[config.mk]
export PLATFORM = sky130hd
export DESIGN_NAME = bfxm_ctrl
export DESIGN_NICKNAME = d
export VERILOG_FILES = /design/src/rtl/core/bfxm_pkg.sv /design/src/rtl/core/bfxm_ctrl.sv
export SDC_FILE = /design/constraint.sdc
export NUM_CORES = 1
export LEC_CHECK = 0
export ABC_AREA = 1
export ABC_CLOCK_PERIOD_IN_PS = 1200
export BUFFER_PORTS_ARGS = -buffer_cell sky130_fd_sc_hd__clkbuf_2
export CORE_AREA = 2 2 39 41
export DETAILED_ROUTE_END_ITERATION = 7
export DIE_AREA = 0 0 41 43
export PLACE_DENSITY_LB_ADDON = 0.3
export REMOVE_ABC_BUFFERS = 1
export SYNTH_ARGS = -nofsm -noshare
export SYNTH_HDL_FRONTEND = slang
export SYNTH_SLANG_ARGS = --single-unit
[constraint.sdc]
create_clock -name clk -period 1.2 [get_ports clk]
set_input_delay 0.12 -clock clk [delete_from_list [all_inputs] [get_ports clk]]
set_output_delay 0.12 -clock clk [all_outputs]
set_load 0.05 [all_outputs]
[src/rtl/core/bfxm_pkg.sv]
package bfxm_pkg;

  localparam int KEY_W = 32;
  localparam int REQ_W = 2;
  localparam int BIU_W = 17;
  localparam int HCNT_W = 3;
  localparam int PARAM_W = 32;
  localparam int NUM_PARAM_REGS = 4;
  localparam int CFG_IDX_W = 3;
  localparam int CFG_DATA_W = 32;

  localparam logic [REQ_W-1:0] REQ_TEST = 2'd0;
  localparam logic [REQ_W-1:0] REQ_ADD = 2'd1;
  localparam logic [REQ_W-1:0] REQ_TEST_ADD = 2'd2;
  localparam logic [REQ_W-1:0] REQ_CLEAR = 2'd3;

  localparam logic [CFG_IDX_W-1:0] CFG_BITS_IN_USE = 3'd0;
  localparam logic [CFG_IDX_W-1:0] CFG_HASH_COUNT = 3'd1;
  localparam logic [CFG_IDX_W-1:0] CFG_HASH_PARAM0 = 3'd2;

  localparam logic [BIU_W-1:0] BIU_RESET = 17'd65535;
  localparam logic [HCNT_W-1:0] HCNT_RESET = 3'd4;

  typedef struct packed {
    logic load;
    logic div_load;
    logic div_step;
    logic rd;
    logic set_bit;
    logic clr_step;
    logic hit_init;
    logic hit_miss;
    logic next_hash;
  } cmd_t;

  typedef struct packed {
    logic zero_hashes;
    logic div_last;
    logic last_hash;
    logic rd_bit;
    logic clr_last;
  } sts_t;

endpackage

[src/rtl/core/bfxm_ctrl.sv]
module bfxm_ctrl
  import bfxm_pkg::*;
(
  input  logic             clk,
  input  logic             rst,
  input  logic             start,
  input  logic [REQ_W-1:0] req_type,
  input  sts_t             sts,
  output cmd_t             cmd,
  output logic             busy,
  output logic             done
);

  localparam logic [2:0] ST_IDLE = 3'd0;
  localparam logic [2:0] ST_SETUP = 3'd1;
  localparam logic [2:0] ST_DIV = 3'd2;
  localparam logic [2:0] ST_READ = 3'd3;
  localparam logic [2:0] ST_CHECK = 3'd4;
  localparam logic [2:0] ST_CLEAR = 3'd5;

  logic [2:0]       state;
  logic [2:0]       state_next;
  logic [REQ_W-1:0] req;
  logic [REQ_W-1:0] req_next;
  logic             done_next;
  logic             miss;

  assign busy = (state != ST_IDLE);
  assign miss = !sts.rd_bit && (req != REQ_ADD);

  always_comb begin
    cmd = '0;
    state_next = state;
    req_next = req;
    done_next = 1'b0;
    case (state)
      ST_IDLE: begin
        if (start) begin
          cmd.load = 1'b1;
          cmd.hit_init = 1'b1;
          req_next = req_type;
          if (req_type == REQ_CLEAR) begin
            state_next = ST_CLEAR;
          end else if (sts.zero_hashes) begin
            done_next = (req_type != REQ_ADD);
          end else begin
            state_next = ST_SETUP;
          end
        end
      end
      ST_SETUP: begin
        cmd.div_load = 1'b1;
        state_next = ST_DIV;
      end
      ST_DIV: begin
        cmd.div_step = 1'b1;
        if (sts.div_last) begin
          state_next = ST_READ;
        end
      end
      ST_READ: begin
        cmd.rd = 1'b1;
        state_next = ST_CHECK;
      end
      ST_CHECK: begin
        cmd.hit_miss = miss;
        cmd.set_bit = (req != REQ_TEST);
        if ((miss && (req == REQ_TEST)) || sts.last_hash) begin
          done_next = (req != REQ_ADD);
          state_next = ST_IDLE;
        end else begin
          cmd.next_hash = 1'b1;
          state_next = ST_SETUP;
        end
      end
      ST_CLEAR: begin
        cmd.clr_step = 1'b1;
        if (sts.clr_last) begin
          state_next = ST_IDLE;
        end
      end
      default: begin
        state_next = ST_IDLE;
      end
    endcase
  end

  always_ff @(posedge clk) begin
    if (rst) begin
      state <= ST_CLEAR;
      req <= REQ_TEST;
      done <= 1'b0;
    end else begin
      state <= state_next;
      req <= req_next;
      done <= done_next;
    end
  end

endmodule

==> results.json <==
{
  "dieArea_sq_um": 1760,
  "tightest_slew_ps": 278,
  "syn_area_sq_um": 385,
  "gp_congestion": 0.612,
  "grtUsageTotal_pct": 15.9,
  "leakagePower_nw": 0.402,
  "max_freq_ghz": 0.750,
  "cap_violations": 0,
  "p_clk_share_pct": 22.7,
  "synth_top_area_share_pct": 31.2,
  "die_w_um": 41,
  "start_util_pct": 27.8,
  "ys_ff_latch": 6,
  "port_buffers": 20,
  "maxSlewHeadroom_pct": 81.6,
  "area_delta_synth_final_pct": 98.1,
  "dpl.cell_count": 102,
  "place_area_sq_um": 513,
  "core-area_sq_um": 1380,
  "layout_setup_ws_ps": -133,
  "worst_clock_skew_ps": 3.53,
  "overflow": 0,
  "min_period_ps": 1330,
  "grt_pass1_wl_mm": 1.88,
  "critPathMaxFanout": 4,
  "p_int_uw": 495,
  "power_frac_comb_pct": 46.6,
  "status": "finished with violations",
  "cts_sinks": 6,
  "sequentialPowerShare_pct": 30.7,
  "dp_hpwl_um": 825,
  "num_antenna_cells": 0,
  "worstPathArrival_ps": 1210,
  "fin_area_sq_um": 763,
  "critPathRequiredTime_ps": 1080,
  "p_per_area_nw_per_um2": 1070,
  "path_clk_slew_ps": 50,
  "swShare_pct": 39.3,
  "grt_pass1_vias": 487,
  "nFillCells": 121,
  "critPathKind": "reg2out",
  "firstDrtPassIters": 4,
  "drive_above_1_share_pct": 54.7,
  "io_pins": 21,
  "synth.area.top_cells": "dfxtp_1 (31%), nand2_1 (19%), inv_1 (14%)",
  "min_period_over_period_pct": 111,
  "p_sw_uw": 320,
  "synth_area_per_cell_sq_um": 5.93,
  "cts.root.buffer_cell": "clkbuf_4",
  "layout_common_cells": "nand2_1 (14), clkbuf_2 (10), inv_1 (9)",
  "fin_setup_tns_ps": -451,
  "rsz0062_at_grt": "yes",
  "die_h_um": 43,
  "synth_cell_types": 14,
  "final_common_cell": "nand2_1",
  "violations": "setup timing",
  "peakVddDrop_uv": 403,
  "start_kind": "register",
  "setup_violations": 7,
  "cp-end-kind": "primary output",
  "routed_wl_mm": 1.24,
  "route.detailed.drc": 0,
  "netlist.top_cell.by_area": "dfxtp_1",
  "insertion_delay_ps": 240,
  "antenna_found_initial": 0,
  "fin_nets": 107,
  "final_max_slew_viol_count": 0,
  "drt_first_iter_violations": 11,
  "grt_max_degree": 6,
  "wl_per_cell_um": 11.2,
  "cts-htree-levels": 1,
  "synthCells": 65,
  "finalHoldViolCount": 0,
  "num_vias": 517,
  "place_ws_ps": -10.0,
  "ys_warn_count": 0,
  "instances_no_fill": 111,
  "drt-vias-per-instance": 4.66,
  "hp-class": "in2reg",
  "numCtsBuffers": 3,
  "ant_nets": 0,
  "cts_tree": "yes",
  "row_count": 14,
  "seq_area_frac_synth_pct": 31.2,
  "clk_path_buf_depth": 2
}
==> cell usage after synthesis <==
master and count:
nor2_4 1, a21oi_1 5, nor3_1 2, inv_1 14, nor2_2 2, o21a_1 1, dfxtp_1 6, o21ai_0 2
nand2_1 19, nand2_2 1, nand3_2 1, buf_4 1, nand3_1 3, nor2_1 7
==> metal layers <==
| metal | wire (um) | GRT usage [%] | part of all wire [%] |
|---|---|---|---|
| met3 | 57 | 3.66 | 4.6 |
| met1 | 482 | 17.1 | 39 |
| met5 | 0 | 0 | 0 |
| met4 | 0 | 10.0 | 0 |
| met2 | 702 | 25.9 | 57 |
==> worst max-delay path, cell delays in order, from the launching register on <==
cell      delay (ps)
dfxtp_4          360
buf_6            130
nor3_2           240
clkbuf_8         240
==> flip-flops by register name, indices dropped and copies added (netlist names) <==
name,flops
done,1
state,3
req,2
==> per-stage QoR <==
| step | util (%) | total power, mW | hold WS (ps) |
|---|---|---|---|
| finish | 55.2 | 0.815 | 102 |
| CTS | 51.6 | 0.780 | 106 |
| detailed placement | 37.1 | 0.493 | 355 |
| global route | 55.2 | 0.862 | 124 |
| global placement | 37.1 | 0.490 | 350 |
| floorplan | - | 0.422 | 189 |
==> power groups by stage <==
stage	clock (mW)	combinational [mW]	sequential [mW]
2_1_floorplan	0	0.174	0.248
3_3_place_gp	0	0.247	0.243
3_5_place_dp	0	0.250	0.244
4_1_cts	0.190	0.342	0.247
5_1_grt	0.201	0.410	0.251
6_report	0.185	0.380	0.250
==> final cells by class <==
cell class                 count  area (sq um)  area share [%]
multi-input combinational     44           250            32.8
timing repair buffer          28           284            37.2
inverter                      14          55.1            7.21
sequential                     6           131            17.2
tap                           16          20.0            2.62
clock buffer                   3          22.5            2.95
==> worst paths after layout <==
check                   to     start  cells past startpoint  slack [ps]
setup / recovery    cmd[7]  state[2]                      3        -130
hold / removal      req[1]       rst                      2         100
setup reg to reg  state[2]  state[0]                      9          70
hold reg to reg     req[0]    req[0]                      2         480
==> repair_timing <==
item                       4_1_cts  5_1_grt
setup buffers                    4        2
hold buffers                     0        0
gates resized for setup         39       16
setup endpoints to repair       10       12
pin swaps                        4        7
==> cells by family (layout without fill, tap and decap cells) <==
logic type,Yosys count,in the layout,synth area share [%]
AOI/OAI and AO/OA,8,8,11.0
buffers and inverters,15,45,15.6
and+or+nand+nor,36,36,42.2
DFF,6,6,31.2
No activity file was read; power rests on OpenSTA's default activity.
